--- config.mk ---
export PLATFORM = sky130hd
export DESIGN_NAME = voltage_to_led_meter_display_unit
export DESIGN_NICKNAME = d
export VERILOG_FILES = /design/src/design/vled_pkg.sv /design/src/design/vled_digits.sv /design/src/design/vled_ramp.sv /design/src/design/vled_gamma.sv /design/src/design/voltage_to_led_meter_display_unit.sv
export SDC_FILE = /design/constraint.sdc
export NUM_CORES = 2
export LEC_CHECK = 0
export BUFFER_PORTS_ARGS = -buffer_cell sky130_fd_sc_hd__buf_2
export CORE_MARGIN = 1
export CORE_UTILIZATION = 62
export DETAILED_ROUTE_END_ITERATION = 8
export MAX_ROUTING_LAYER = met4
export PLACE_DENSITY = 0.82
export SETUP_SLACK_MARGIN = 0.5
export SYNTH_ARGS = -nofsm -noshare
export SYNTH_HDL_FRONTEND = slang
export SYNTH_SLANG_ARGS = --single-unit
export TNS_END_PERCENT = 5
--- constraint.sdc ---
create_clock -name clock -period 18.1 [get_ports clock]
set_input_delay 0.905 -clock clock [delete_from_list [all_inputs] [get_ports clock]]
set_output_delay 0.905 -clock clock [all_outputs]
set_load 0.01 [all_outputs]
--- src/design/vled_pkg.sv ---
// ----------------------------------------------------------------------------
// Voltage LED meter package
// Shared widths, the colour types and the gamma-2.8 table for the meter
// display pipeline.
// ----------------------------------------------------------------------------
package vled_pkg;

   // Field widths of the request and the response.
   localparam int ReadingWidth = 14;
   localparam int DigitWidth   = 4;
   localparam int ColourWidth  = 8;

   // Number of register stages from request to response.
   localparam int PipeDepth = 6;

   // Ramp arithmetic: offset into a segment, product of offset and slope,
   // and the reciprocal used to divide by the segment span.
   localparam int OffsetWidth = 11;
   localparam int NumWidth    = 17;
   localparam int RecipShift  = 18;
   localparam int RecipWidth  = 14;
   localparam int ProdWidth   = NumWidth + RecipWidth;
   localparam int QuotWidth   = ProdWidth - RecipShift;
   localparam int QdWidth     = QuotWidth + OffsetWidth;

   // Segment spans of the colour ramp and their reciprocals.
   localparam logic [OffsetWidth-1:0] Span500  = OffsetWidth'(500);
   localparam logic [OffsetWidth-1:0] Span1400 = OffsetWidth'(1400);
   localparam logic [OffsetWidth-1:0] Span70   = OffsetWidth'(70);
   localparam logic [OffsetWidth-1:0] Span20   = OffsetWidth'(20);
   localparam logic [OffsetWidth-1:0] Span110  = OffsetWidth'(110);

   localparam logic [RecipWidth-1:0] Recip500  = RecipWidth'((1 << RecipShift) / 500);
   localparam logic [RecipWidth-1:0] Recip1400 = RecipWidth'((1 << RecipShift) / 1400);
   localparam logic [RecipWidth-1:0] Recip70   = RecipWidth'((1 << RecipShift) / 70);
   localparam logic [RecipWidth-1:0] Recip20   = RecipWidth'((1 << RecipShift) / 20);
   localparam logic [RecipWidth-1:0] Recip110  = RecipWidth'((1 << RecipShift) / 110);

   // One colour triple.
   typedef struct packed {
      logic [ColourWidth-1:0] red;
      logic [ColourWidth-1:0] green;
      logic [ColourWidth-1:0] blue;
   } rgb_type;

   // Line of one channel within a segment: base plus or minus a slope.
   typedef struct packed {
      logic [ColourWidth-1:0] base;
      logic [ColourWidth-1:0] step;
      logic                   neg;
   } chan_cfg_type;

   // Gamma 2.8 table, round(255*(x/255)^2.8).
   localparam logic [7:0] Gamma28 [256] = '{
      8'd0,   8'd0,   8'd0,   8'd0,   8'd0,   8'd0,   8'd0,   8'd0,
      8'd0,   8'd0,   8'd0,   8'd0,   8'd0,   8'd0,   8'd0,   8'd0,
      8'd0,   8'd0,   8'd0,   8'd0,   8'd0,   8'd0,   8'd0,   8'd0,
      8'd0,   8'd0,   8'd0,   8'd0,   8'd1,   8'd1,   8'd1,   8'd1,
      8'd1,   8'd1,   8'd1,   8'd1,   8'd1,   8'd1,   8'd1,   8'd1,
      8'd1,   8'd2,   8'd2,   8'd2,   8'd2,   8'd2,   8'd2,   8'd2,
      8'd2,   8'd3,   8'd3,   8'd3,   8'd3,   8'd3,   8'd3,   8'd3,
      8'd4,   8'd4,   8'd4,   8'd4,   8'd4,   8'd5,   8'd5,   8'd5,
      8'd5,   8'd6,   8'd6,   8'd6,   8'd6,   8'd7,   8'd7,   8'd7,
      8'd7,   8'd8,   8'd8,   8'd8,   8'd9,   8'd9,   8'd9,   8'd10,
      8'd10,  8'd10,  8'd11,  8'd11,  8'd11,  8'd12,  8'd12,  8'd13,
      8'd13,  8'd13,  8'd14,  8'd14,  8'd15,  8'd15,  8'd16,  8'd16,
      8'd17,  8'd17,  8'd18,  8'd18,  8'd19,  8'd19,  8'd20,  8'd20,
      8'd21,  8'd21,  8'd22,  8'd22,  8'd23,  8'd24,  8'd24,  8'd25,
      8'd25,  8'd26,  8'd27,  8'd27,  8'd28,  8'd29,  8'd29,  8'd30,
      8'd31,  8'd32,  8'd32,  8'd33,  8'd34,  8'd35,  8'd35,  8'd36,
      8'd37,  8'd38,  8'd39,  8'd39,  8'd40,  8'd41,  8'd42,  8'd43,
      8'd44,  8'd45,  8'd46,  8'd47,  8'd48,  8'd49,  8'd50,  8'd50,
      8'd51,  8'd52,  8'd54,  8'd55,  8'd56,  8'd57,  8'd58,  8'd59,
      8'd60,  8'd61,  8'd62,  8'd63,  8'd64,  8'd66,  8'd67,  8'd68,
      8'd69,  8'd70,  8'd72,  8'd73,  8'd74,  8'd75,  8'd77,  8'd78,
      8'd79,  8'd81,  8'd82,  8'd83,  8'd85,  8'd86,  8'd87,  8'd89,
      8'd90,  8'd92,  8'd93,  8'd95,  8'd96,  8'd98,  8'd99,  8'd101,
      8'd102, 8'd104, 8'd105, 8'd107, 8'd109, 8'd110, 8'd112, 8'd114,
      8'd115, 8'd117, 8'd119, 8'd120, 8'd122, 8'd124, 8'd126, 8'd127,
      8'd129, 8'd131, 8'd133, 8'd135, 8'd137, 8'd138, 8'd140, 8'd142,
      8'd144, 8'd146, 8'd148, 8'd150, 8'd152, 8'd154, 8'd156, 8'd158,
      8'd160, 8'd162, 8'd164, 8'd167, 8'd169, 8'd171, 8'd173, 8'd175,
      8'd177, 8'd180, 8'd182, 8'd184, 8'd186, 8'd189, 8'd191, 8'd193,
      8'd196, 8'd198, 8'd200, 8'd203, 8'd205, 8'd208, 8'd210, 8'd213,
      8'd215, 8'd218, 8'd220, 8'd223, 8'd225, 8'd228, 8'd231, 8'd233,
      8'd236, 8'd239, 8'd241, 8'd244, 8'd247, 8'd249, 8'd252, 8'd255
   };

endpackage

--- src/design/vled_digits.sv ---
// ----------------------------------------------------------------------------
// Voltage LED meter digit splitter
// Saturates the reading to four decimal digits, takes off thousands, then
// hundreds, then tens and ones together, and marks leading zeros for blanking.
// ----------------------------------------------------------------------------
module vled_digits
   import vled_pkg::*;
(
   input  logic                    clock,
   input  logic                    advance,
   input  logic [ReadingWidth-1:0] reading,
   output logic [DigitWidth-1:0]   digit_thousands,
   output logic [DigitWidth-1:0]   digit_hundreds,
   output logic [DigitWidth-1:0]   digit_tens,
   output logic [DigitWidth-1:0]   digit_ones,
   output logic [DigitWidth-1:0]   blank_mask
);

   localparam logic [ReadingWidth-1:0] MaxReading = ReadingWidth'(9999);

   // Digit of a value below ten times the place, by a set of compares.
   function automatic logic [DigitWidth-1:0] digit_of(input logic [ReadingWidth-1:0] value,
                                                      input logic [ReadingWidth-1:0] place);
      logic [DigitWidth-1:0] digit;
      digit = '0;
      for (int k = 1; k < 10; k++) begin
         if (value >= ReadingWidth'(k) * place) begin
            digit = DigitWidth'(k);
         end
      end
      return digit;
   endfunction

   logic [ReadingWidth-1:0] rest1_ff, rest1_in;
   logic [9:0]              rest2_ff, rest2_in;
   logic [DigitWidth-1:0]   thou2_ff, thou2_in;
   logic [6:0]              rest3_ff, rest3_in;
   logic [DigitWidth-1:0]   thou3_ff, hund3_ff, hund3_in;
   logic [DigitWidth-1:0]   thou4_ff, hund4_ff, tens4_ff, tens4_in, ones4_ff, ones4_in;
   logic [DigitWidth-1:0]   thou5_ff, hund5_ff, tens5_ff, ones5_ff, mask5_ff, mask5_in;
   logic [DigitWidth-1:0]   thou6_ff, hund6_ff, tens6_ff, ones6_ff, mask6_ff;

   // Stage logic: saturate, then peel off thousands, hundreds and tens.
   always_comb begin
      logic [ReadingWidth-1:0] prod;
      rest1_in = (reading > MaxReading) ? MaxReading : reading;

      thou2_in = digit_of(rest1_ff, ReadingWidth'(1000));
      prod     = ReadingWidth'(thou2_in) * ReadingWidth'(1000);
      rest2_in = 10'(rest1_ff - prod);

      hund3_in = digit_of(ReadingWidth'(rest2_ff), ReadingWidth'(100));
      prod     = ReadingWidth'(hund3_in) * ReadingWidth'(100);
      rest3_in = 7'(ReadingWidth'(rest2_ff) - prod);

      tens4_in = digit_of(ReadingWidth'(rest3_ff), ReadingWidth'(10));
      prod     = ReadingWidth'(tens4_in) * ReadingWidth'(10);
      ones4_in = DigitWidth'(ReadingWidth'(rest3_ff) - prod);

      mask5_in[3] = (thou4_ff == '0);
      mask5_in[2] = mask5_in[3] && (hund4_ff == '0);
      mask5_in[1] = mask5_in[2] && (tens4_ff == '0);
      mask5_in[0] = mask5_in[1] && (ones4_ff == '0);
   end

   // Pipeline registers, moved together whenever the pipeline advances.
   always_ff @(posedge clock) begin
      if (advance) begin
         rest1_ff <= rest1_in;
         rest2_ff <= rest2_in;
         thou2_ff <= thou2_in;
         rest3_ff <= rest3_in;
         thou3_ff <= thou2_ff;
         hund3_ff <= hund3_in;
         thou4_ff <= thou3_ff;
         hund4_ff <= hund3_ff;
         tens4_ff <= tens4_in;
         ones4_ff <= ones4_in;
         thou5_ff <= thou4_ff;
         hund5_ff <= hund4_ff;
         tens5_ff <= tens4_ff;
         ones5_ff <= ones4_ff;
         mask5_ff <= mask5_in;
         thou6_ff <= thou5_ff;
         hund6_ff <= hund5_ff;
         tens6_ff <= tens5_ff;
         ones6_ff <= ones5_ff;
         mask6_ff <= mask5_ff;
      end
   end

   assign digit_thousands = thou6_ff;
   assign digit_hundreds  = hund6_ff;
   assign digit_tens      = tens6_ff;
   assign digit_ones      = ones6_ff;
   assign blank_mask      = mask6_ff;

endmodule

--- src/design/vled_ramp.sv ---
// ----------------------------------------------------------------------------
// Voltage LED meter colour ramp
// Piecewise-linear colour ramp over five register stages: segment pick,
// slope multiply, reciprocal multiply, back-multiply, then correction,
// sign, base and clamp.
// ----------------------------------------------------------------------------
module vled_ramp
   import vled_pkg::*;
(
   input  logic                    clock,
   input  logic                    advance,
   input  logic [ReadingWidth-1:0] reading,
   output rgb_type                 colour
);

   localparam int Chans = 3;

   function automatic chan_cfg_type chan(input logic [ColourWidth-1:0] base,
                                         input logic [ColourWidth-1:0] step,
                                         input logic neg);
      chan_cfg_type c;
      c.base = base;
      c.step = step;
      c.neg  = neg;
      return c;
   endfunction

   logic [OffsetWidth-1:0] start_in, span_in;
   logic [RecipWidth-1:0]  recip_in;
   chan_cfg_type           cfg_in [Chans];
   logic [OffsetWidth-1:0] off1_in;

   logic [OffsetWidth-1:0] off1_ff, span1_ff, span2_ff, span3_ff, span4_ff;
   logic [RecipWidth-1:0]  recip1_ff, recip2_ff;
   chan_cfg_type           cfg1_ff [Chans];
   logic [NumWidth-1:0]    num2_ff [Chans], num3_ff [Chans], num4_ff [Chans];
   logic [NumWidth-1:0]    num2_in [Chans];
   logic [ColourWidth-1:0] base2_ff [Chans], base3_ff [Chans], base4_ff [Chans];
   logic                   neg2_ff [Chans], neg3_ff [Chans], neg4_ff [Chans];
   logic [ProdWidth-1:0]   prod3_ff [Chans], prod3_in [Chans];
   logic [QuotWidth-1:0]   quot4_ff [Chans], quot4_in [Chans];
   logic [QdWidth-1:0]     qd4_ff [Chans], qd4_in [Chans];
   logic [ColourWidth-1:0] col5_ff [Chans], col5_in [Chans];

   // Segment selection: start, span, reciprocal and per-channel lines.
   always_comb begin
      if (reading < ReadingWidth'(10)) begin
         start_in = '0;   span_in = Span500;  recip_in = Recip500;
         cfg_in[0] = chan(8'd0, 8'd0, 1'b0);
         cfg_in[1] = chan(8'd0, 8'd0, 1'b0);
         cfg_in[2] = chan(8'd250, 8'd0, 1'b0);
      end else if (reading < ReadingWidth'(500)) begin
         start_in = '0;   span_in = Span500;  recip_in = Recip500;
         cfg_in[0] = chan(8'd0, 8'd100, 1'b0);
         cfg_in[1] = chan(8'd0, 8'd100, 1'b0);
         cfg_in[2] = chan(8'd200, 8'd100, 1'b1);
      end else if (reading < ReadingWidth'(1900)) begin
         start_in = OffsetWidth'(500);  span_in = Span1400; recip_in = Recip1400;
         cfg_in[0] = chan(8'd100, 8'd50, 1'b0);
         cfg_in[1] = chan(8'd100, 8'd50, 1'b0);
         cfg_in[2] = chan(8'd100, 8'd20, 1'b0);
      end else if (reading < ReadingWidth'(1970)) begin
         start_in = OffsetWidth'(1900); span_in = Span70;   recip_in = Recip70;
         cfg_in[0] = chan(8'd100, 8'd68, 1'b1);
         cfg_in[1] = chan(8'd200, 8'd55, 1'b0);
         cfg_in[2] = chan(8'd80, 8'd80, 1'b1);
      end else if (reading < ReadingWidth'(1990)) begin
         start_in = OffsetWidth'(1970); span_in = Span20;   recip_in = Recip20;
         cfg_in[0] = chan(8'd0, 8'd70, 1'b0);
         cfg_in[1] = chan(8'd255, 8'd0, 1'b0);
         cfg_in[2] = chan(8'd0, 8'd0, 1'b0);
      end else if (reading < ReadingWidth'(2100)) begin
         start_in = OffsetWidth'(1990); span_in = Span110;  recip_in = Recip110;
         cfg_in[0] = chan(8'd70, 8'd185, 1'b0);
         cfg_in[1] = chan(8'd255, 8'd255, 1'b1);
         cfg_in[2] = chan(8'd0, 8'd0, 1'b0);
      end else begin
         // Solid red: zero slopes make the offset irrelevant.
         start_in = '0;   span_in = Span500;  recip_in = Recip500;
         cfg_in[0] = chan(8'd255, 8'd0, 1'b0);
         cfg_in[1] = chan(8'd0, 8'd0, 1'b0);
         cfg_in[2] = chan(8'd0, 8'd0, 1'b0);
      end
      off1_in = OffsetWidth'(reading - ReadingWidth'(start_in));
   end

   // Per-channel arithmetic of stages two to five.
   always_comb begin
      logic [OffsetWidth+ColourWidth-1:0] wide;
      logic [QdWidth-1:0]                 rem;
      logic [QuotWidth-1:0]               quot;
      logic [QuotWidth+1:0]               sum;
      for (int c = 0; c < Chans; c++) begin
         // Offset times slope magnitude.
         wide       = (OffsetWidth+ColourWidth)'(off1_ff) * cfg1_ff[c].step;
         num2_in[c] = wide[NumWidth-1:0];

         // Quotient estimate by reciprocal, at most one short.
         prod3_in[c] = ProdWidth'(num2_ff[c]) * ProdWidth'(recip2_ff);
         quot4_in[c] = prod3_ff[c][ProdWidth-1:RecipShift];
         qd4_in[c]   = QdWidth'(quot4_in[c]) * QdWidth'(span3_ff);

         // Correct the estimate, apply the sign and the base, then clamp.
         rem  = QdWidth'(num4_ff[c]) - qd4_ff[c];
         quot = (rem >= QdWidth'(span4_ff)) ? quot4_ff[c] + QuotWidth'(1) : quot4_ff[c];
         if (neg4_ff[c]) begin
            sum = (QuotWidth+2)'(base4_ff[c]) - (QuotWidth+2)'(quot);
         end else begin
            sum = (QuotWidth+2)'(base4_ff[c]) + (QuotWidth+2)'(quot);
         end
         if (sum[QuotWidth+1]) begin
            col5_in[c] = '0;
         end else if (sum[QuotWidth:ColourWidth] != '0) begin
            col5_in[c] = '1;
         end else begin
            col5_in[c] = sum[ColourWidth-1:0];
         end
      end
   end

   // Pipeline registers, moved together whenever the pipeline advances.
   always_ff @(posedge clock) begin
      if (advance) begin
         off1_ff   <= off1_in;
         span1_ff  <= span_in;
         recip1_ff <= recip_in;
         span2_ff  <= span1_ff;
         recip2_ff <= recip1_ff;
         span3_ff  <= span2_ff;
         span4_ff  <= span3_ff;
         for (int c = 0; c < Chans; c++) begin
            cfg1_ff[c]  <= cfg_in[c];
            num2_ff[c]  <= num2_in[c];
            base2_ff[c] <= cfg1_ff[c].base;
            neg2_ff[c]  <= cfg1_ff[c].neg;
            prod3_ff[c] <= prod3_in[c];
            num3_ff[c]  <= num2_ff[c];
            base3_ff[c] <= base2_ff[c];
            neg3_ff[c]  <= neg2_ff[c];
            quot4_ff[c] <= quot4_in[c];
            qd4_ff[c]   <= qd4_in[c];
            num4_ff[c]  <= num3_ff[c];
            base4_ff[c] <= base3_ff[c];
            neg4_ff[c]  <= neg3_ff[c];
            col5_ff[c]  <= col5_in[c];
         end
      end
   end

   assign colour.red   = col5_ff[0];
   assign colour.green = col5_ff[1];
   assign colour.blue  = col5_ff[2];

endmodule

--- src/design/vled_gamma.sv ---
// ----------------------------------------------------------------------------
// Voltage LED meter gamma stage
// Half-strength gamma on each channel and the derived backlight colour,
// registered as the output stage.
// ----------------------------------------------------------------------------
module vled_gamma
   import vled_pkg::*;
(
   input  logic    clock,
   input  logic    advance,
   input  rgb_type colour,
   output rgb_type segment,
   output rgb_type backlight
);

   // Average of the channel and its gamma-2.8 value, truncated.
   function automatic logic [ColourWidth-1:0] half_gamma(input logic [ColourWidth-1:0] c);
      logic [ColourWidth:0] sum;
      sum = {1'b0, c} + {1'b0, Gamma28[c]};
      return sum[ColourWidth:1];
   endfunction

   // Backlight is the corrected channel halved, lifted by 64.
   function automatic logic [ColourWidth-1:0] back_of(input logic [ColourWidth-1:0] c);
      return {1'b0, c[ColourWidth-1:1]} + ColourWidth'(64);
   endfunction

   rgb_type seg_ff, seg_in, back_ff, back_in;

   always_comb begin
      seg_in.red    = half_gamma(colour.red);
      seg_in.green  = half_gamma(colour.green);
      seg_in.blue   = half_gamma(colour.blue);
      back_in.red   = back_of(seg_in.red);
      back_in.green = back_of(seg_in.green);
      back_in.blue  = back_of(seg_in.blue);
   end

   always_ff @(posedge clock) begin
      if (advance) begin
         seg_ff  <= seg_in;
         back_ff <= back_in;
      end
   end

   assign segment   = seg_ff;
   assign backlight = back_ff;

endmodule

--- src/design/voltage_to_led_meter_display_unit.sv ---
// An accepted request passes through the six register stages to its response.
// Throughput: one request per cycle; the six-stage pipeline advances as a
// whole whenever its last stage is empty or the response is being taken.
// Reset (synchronous, active high) clears all stage valid bits; the data
// registers are not reset.
// ----------------------------------------------------------------------------
// Voltage LED meter display unit
// Turns a voltage reading into four blanked decimal digits, a gamma-corrected
// segment colour from a piecewise-linear ramp, and a backlight colour.
// ----------------------------------------------------------------------------
module voltage_to_led_meter_display_unit
   import vled_pkg::*;
(
   input  logic                    clock,
   input  logic                    reset,
   input  logic                    req_valid,
   output logic                    req_ready,
   input  logic [ReadingWidth-1:0] req_reading,
   output logic                    rsp_valid,
   input  logic                    rsp_ready,
   output logic [DigitWidth-1:0]   rsp_digit_thousands,
   output logic [DigitWidth-1:0]   rsp_digit_hundreds,
   output logic [DigitWidth-1:0]   rsp_digit_tens,
   output logic [DigitWidth-1:0]   rsp_digit_ones,
   output logic [DigitWidth-1:0]   rsp_blank_mask,
   output logic [ColourWidth-1:0]  rsp_red,
   output logic [ColourWidth-1:0]  rsp_green,
   output logic [ColourWidth-1:0]  rsp_blue,
   output logic [ColourWidth-1:0]  rsp_back_red,
   output logic [ColourWidth-1:0]  rsp_back_green,
   output logic [ColourWidth-1:0]  rsp_back_blue
);

   logic [PipeDepth-1:0] vld_ff, vld_in;
   logic                 advance;
   rgb_type              colour, segment, backlight;

   // The whole pipeline moves unless a finished request waits at the output.
   assign advance   = !vld_ff[PipeDepth-1] || rsp_ready;
   assign req_ready = advance;
   assign rsp_valid = vld_ff[PipeDepth-1];

   // Valid bits travel alongside the data stages.
   always_comb begin
      vld_in = vld_ff;
      if (advance) begin
         vld_in = {vld_ff[PipeDepth-2:0], req_valid};
      end
   end

   always_ff @(posedge clock) begin
      if (reset) begin
         vld_ff <= '0;
      end else begin
         vld_ff <= vld_in;
      end
   end

   vled_digits u_digits (
      .clock           (clock),
      .advance         (advance),
      .reading         (req_reading),
      .digit_thousands (rsp_digit_thousands),
      .digit_hundreds  (rsp_digit_hundreds),
      .digit_tens      (rsp_digit_tens),
      .digit_ones      (rsp_digit_ones),
      .blank_mask      (rsp_blank_mask)
   );

   vled_ramp u_ramp (
      .clock   (clock),
      .advance (advance),
      .reading (req_reading),
      .colour  (colour)
   );

   vled_gamma u_gamma (
      .clock     (clock),
      .advance   (advance),
      .colour    (colour),
      .segment   (segment),
      .backlight (backlight)
   );

   assign rsp_red        = segment.red;
   assign rsp_green      = segment.green;
   assign rsp_blue       = segment.blue;
   assign rsp_back_red   = backlight.red;
   assign rsp_back_green = backlight.green;
   assign rsp_back_blue  = backlight.blue;

endmodule

; Yosys cells after proc, flatten, opt, wreduce, memory -nomap -nowiden
; Memory sizes are Yosys's and may differ from the RTL's.
; Index checks and enable logic that the tools add are counted.
; W data, S select, Z words.
[classes]
add_sub_neg = 22
mul = 12
n_lt_le_gt_ge = 40
muxes = 67
n_bitwise = 3
reduce_logical = 16
[ops]
columns = operator, n
row1 = $mux W51, 6
row2 = $mux W11, 9
row3 = $mux W8, 12
row4 = $mul A17 B14 Y31, 3
row5 = $ge A24 B11 Y1, 3
row6 = $mul A13 B11 Y24, 3
row7 = $sub A17 B24 Y24, 3
row8 = $ge A14 B13 Y1 const B, 4
row9 = $mul A11 B8 Y17, 3
row10 = $mux W15, 3
row11 = $add A8 B13 Y14, 3
row12 = $lt A14 B11 Y1 const B, 3
row13 = $sub A8 B13 Y14, 3
row14 = $ge A10 B10 Y1 const B, 4
row15 = $add A13 B1 Y13 const B, 3
row16 = $mux W13, 3
row17 = $mux W3, 12
row18 = $ge A10 B9 Y1 const B, 3
row19 = $ge A14 B12 Y1 const B, 2
row20 = $add A8 B8 Y9, 3
row21 = $ge A9 B9 Y1 const B, 3
row22 = $not A8 Y9, 3
row23 = $add A7 B7 Y8 const B, 3
row24 = $mux W12, 2
row25 = other kinds (35), 61
[word_totals]
regBits = 236
mem_bits_rw = 513
mem_bits_ro = 6144
elab_cells = 217
mem_count = 17
[memory_table]
columns = name, depth, word_bits, read_ports, rd_clocked_by_memory_dff, wr, line_no
row1 = (no name shown), 256, 8, 1, 0, 0, vled_gamma.sv:19  ; sum = {1'b0, c} + {1'b0, Gamma28[c]};
row2 = (no name shown), 256, 8, 1, 0, 0, vled_gamma.sv:19
row3 = (no name shown), 256, 8, 1, 0, 0, vled_gamma.sv:19
row4 = u_ramp.prod3_ff, 3, 31, 3, 0, 3, vled_ramp.sv:40  ; logic [ProdWidth-1:0] prod3_ff [Chans], prod3_in [Chans];
row5 = u_ramp.qd4_ff, 3, 24, 3, 0, 3, vled_ramp.sv:42  ; logic [QdWidth-1:0] qd4_ff [Chans], qd4_in [Chans];
row6 = u_ramp.cfg1_ff, 3, 17, 3, 0, 3, vled_ramp.sv:35  ; chan_cfg_type cfg1_ff [Chans];
row7 = +11 memories, -, -, -, -, -, -

; Logic depth before layout (Yosys ltp)
[depth]
ltp_word = 12
ltp_mapped = 35

; Modules after synthesis
; A second synthesis with hierarchy kept.
[hier_totals]
cells_unflattened = 7151
area_unflattened_um2 = 71444.8
[modules_own_cells]
columns = mod, n_inst, cells_per_inst, area_each_um2, seq_area_each_um2
row1 = vled_ramp, 1, 5924, 60309.1, 13873.3
row2 = vled_gamma, 1, 886, 6416.2, 810.8
row3 = vled_digits, 1, 320, 4485.6, 2972.9
row4 = voltage_to_led_meter_display_unit, 1, 21, 234.0, 120.1

; Least setup slack after synthesis
; OpenSTA, ideal clock, no wires.
[synth_path]
kind = input -> register
start = input rsp_ready
end = register u_digits.mask6_ff[0], in the netlist u_digits.blank_mask[0] (enable)
setup_time_ns = 0.939
t_arrival_ns = 12.443
path_slack_ns = 4.718
stages = 2
path_buffers = 0
path_cell_list = nor2b_1 inv_1
[synth_between]
elab_chain_cells = 1
[synth_lines]
columns = item, line_no
row1 = from (decl), voltage_to_led_meter_display_unit.sv:20  ; input logic rsp_ready,
row2 = $logic_or A1 B1 Y1, voltage_to_led_meter_display_unit.sv:39  ; assign advance = !vld_ff[PipeDepth-1] || rsp_ready;
row3 = net req_ready, voltage_to_led_meter_display_unit.sv:17  ; output logic req_ready,
row4 = to (signal assigned), vled_digits.sv:88  ; mask6_ff <= mask5_ff;
row5 = to (decl), vled_digits.sv:41  ; logic [DigitWidth-1:0] thou6_ff, hund6_ff, tens6_ff, ones6_ff, mask6_ff;
; The timed path passes the listed nets, and every way through them passes these cells.
; A chain may end at the register's enable or synchronous reset.

==> flow_metrics.tcl <==
set metrics [dict create \
    fp.coreArea_mm2 0.113 \
    crit_path_top_delay_cell "nor4_2" \
    rsz0062_at_grt "no" \
    io_buffers 87 \
    fmax_mhz 119 \
    route.met3.wl_um 12000 \
    clk_latency_ns 0.68 \
    ys_types 91 \
    antenna_left 0 \
    slowest_delay_ns 0.59 \
    htree_levels 3 \
    fin_crit_ns 8.42 \
    final_util_pct 66.3 \
    worstSetupPathType "flop to flop" \
    netlist_instances 7126 \
    wire_per_inst_um 18.6 \
    hpwl_um 117000 \
    grt_pass1_vias 52933 \
    die_area_mm2 0.116 \
    initial_core_util_pct 62.9 \
    report.final.slew_viol_count 0 \
    crit_arrival_ns 8.79 \
    timing.setup.tns_ns 0 \
    critPathCaptureType "flop" \
    hold_path.class "flop to flop" \
    grt_max_degree 187 \
    gr-usage-all-layers_pct 29.0 \
    drive_gt1_share_pct 4.16 \
    antenna_found_initial 1 \
    gp_congestion 0.929 \
    fin_ws_ns 9.68 \
    start_kind "flop" \
    pin_count 88 \
    max_slew_margin_pct 22.4 \
    top_layer "met4" \
    area_growth_syn_to_layout_pct 5.42 \
    finClkSkew_ns 0.0610 \
    crit_required_ns 18.47 \
    synth-seq-area-share_pct 25.0 \
    path_clk_slew_ns 0.06 \
    cts_made_buffers 70 \
    maxCapViolCount 0 \
    async_flop_share_pct 0 \
    post_cts_buffers 0 \
    setup_viol 0 \
    drc 0 \
    grt_pass1_wl_um 264000 \
    cts-root-buf "clkbuf_16" \
    grt-ovfl-total 0 \
    cts_sinks 594 \
    outcome "complete, no violations" \
    holdBufCountCts 0 \
    cts_tree "done" \
    cp_max_fo 14 \
    finalWirelength_um 159000 \
    synthFlopType "edfxtp_1" \
    vias_per_cell 5.88 \
    met2WireLength_um 77400 \
    wirelength_met1_um 64500 \
    hold_viol_final 0 \
    postSynthRegisterBits 594 \
    cts.repair.resized 0 \
    dr.pass1.iters 6 \
    num_vias 50391 \
    synth-edff-count 588 \
    rows 123 \
    die_w_um 341 \
    layout_commonest_cell "inv_1" \
    final_cell_mix "inv_1 (1173), fa_1 (867), ha_1 (839), and2_1 (673), nand2_1 (657)" \
    syn-num-nets 8850 \
    die_h_um 341 \
    syn_area_per_cell_um2 9.99 \
    nFillCells 8340 \
    nNetsFinal 8731 \
    tightest_slew_ns 1.16 \
    pre_cts_ws_ns 9.79 \
    ys_warn_count 0 \
    drt_iter0_markers 3708 \
    finalCritPeriodShare_pct 46.5 \
    synth_area_mm2 0.0712 \
    cts.path.max_buffers 3 \
]
==> metrics by stage <==
step | cell area, um^2 | hold slack [ns] | cells
finish | 75000 | 0.393 | 8566
global route | 75000 | 0.397 | 8565
detailed placement | 72500 | 0.405 | 8435
global placement | 72500 | 0.401 | 8435
floorplan | 71200 | 0.400 | 7126
CTS | 75000 | 0.390 | 8564
==> worst paths after layout <==
check | endpoint | slack, ns | depth (start not counted) | startpoint
max | u_ramp.col5_ff[0][20] | 9.68 | 32 | u_ramp.qd4_ff[0][50]
min reg2reg | u_ramp.base3_ff[0][19] | 0.39 | 0 | u_ramp.base2_ff[0][19]
max reg2reg | u_ramp.col5_ff[0][20] | 9.68 | 32 | u_ramp.qd4_ff[0][50]
min | u_ramp.base3_ff[0][19] | 0.39 | 0 | u_ramp.base2_ff[0][19]
==> routing by layer <==
| metal | track usage (%) | vias to the layer above |
|---|---|---|
| li1 | - | 23148 |
| met1 | 36.3 | 25038 |
| met2 | 47.7 | 1861 |
| met3 | 4.65 | 344 |
| met4 | 10.3 | 0 |
| met5 | - | - |
==> critical path, delay by kind of cell, from the launching register on <==
kind | cells | cell delay (ns)
adders and majority gates | 3 | 0.78
buffers and inverters | 1 | 0.07
and+or+nand+nor | 7 | 2.32
AOI/OAI and AO/OA | 18 | 3.89
DFF | 1 | 0.41
muxes | 1 | 0.26
xor gates and xnor gates | 2 | 0.40
==> cell type report <==
| class | count | area (um^2) | share of cell area, % |
|---|---|---|---|
| clock buffer | 84 | 1820 | 2.43 |
| multi-input combinational | 5037 | 47700 | 63.6 |
| inverter | 1180 | 4440 | 5.91 |
| timing repair buffer | 124 | 738 | 0.984 |
| antenna | 2 | 5.00 | 0.00667 |
| tap | 1500 | 1880 | 2.50 |
| clock inverter | 45 | 668 | 0.890 |
| sequential | 594 | 17800 | 23.7 |
==> cells in the mapped netlist (15+ instances only) <==
master     instances  area (um^2)
inv_1           1174         4410
fa_1             867        17400
ha_1             839        10500
and2_1           673         4210
nand2_1          657         2470
edfxtp_1         588        17700
a21oi_1          292         1460
clkbuf_1         279         1050
nor2_1           253          950
xnor2_1          206         1800
o21ai_0          176          881
nand3_1           79          395
a21o_1            78          586
nor3_1            75          375
xor2_1            75          657
o21bai_1          72          541
a31oi_1           64          400
o211ai_1          52          390
nand2b_1          46          288
and3_1            44          275
nor2b_1           44          275
o21a_1            37          278
a211oi_1          35          263
mux2i_1           27          270
o31ai_1           24          180
buf_4             21          158
or3_1             20          125
nand4_1           18          113
a2111oi_0         15          131
o22ai_1           15         93.8
==> state kept, by name, summed over array words and instances, names as in the netlist, 9 cells and up <==
name	count
u_digits.rest1_ff	14
u_digits.rest2_ff	10
u_gamma.backlight	24
u_ramp.base2_ff	14
u_ramp.base3_ff	14
u_ramp.base4_ff	14
u_ramp.cfg1_ff	29
u_ramp.col5_ff	24
u_ramp.num2_ff	49
u_ramp.num3_ff	49
u_ramp.num4_ff	49
u_ramp.off1_ff	11
u_ramp.prod3_ff	39
u_ramp.qd4_ff	69
u_ramp.quot4_ff	39
u_ramp.recip1_ff	9
u_ramp.recip2_ff	12
u_ramp.span3_ff	9
u_ramp.span4_ff	9
==> cell families (layout without fill, tap and decap cells) <==
| kind of cell | Yosys count | count (layout) | share of synthesized area [%] |
|---|---|---|---|
| flops | 594 | 594 | 25.0 |
| fa+ha+maj | 1706 | 1706 | 39.1 |
| buf+inv | 1495 | 1433 | 8.00 |
| compound gates | 1015 | 1015 | 9.30 |
| mux | 56 | 56 | 1.07 |
| xor+xnor | 282 | 282 | 3.48 |
| simple gates | 1978 | 1978 | 14.1 |
| other cells | 0 | 2 | 0 |
Power is not shown: default switching activity piles up to over one toggle a cycle in this logic, so the estimate is an artifact.
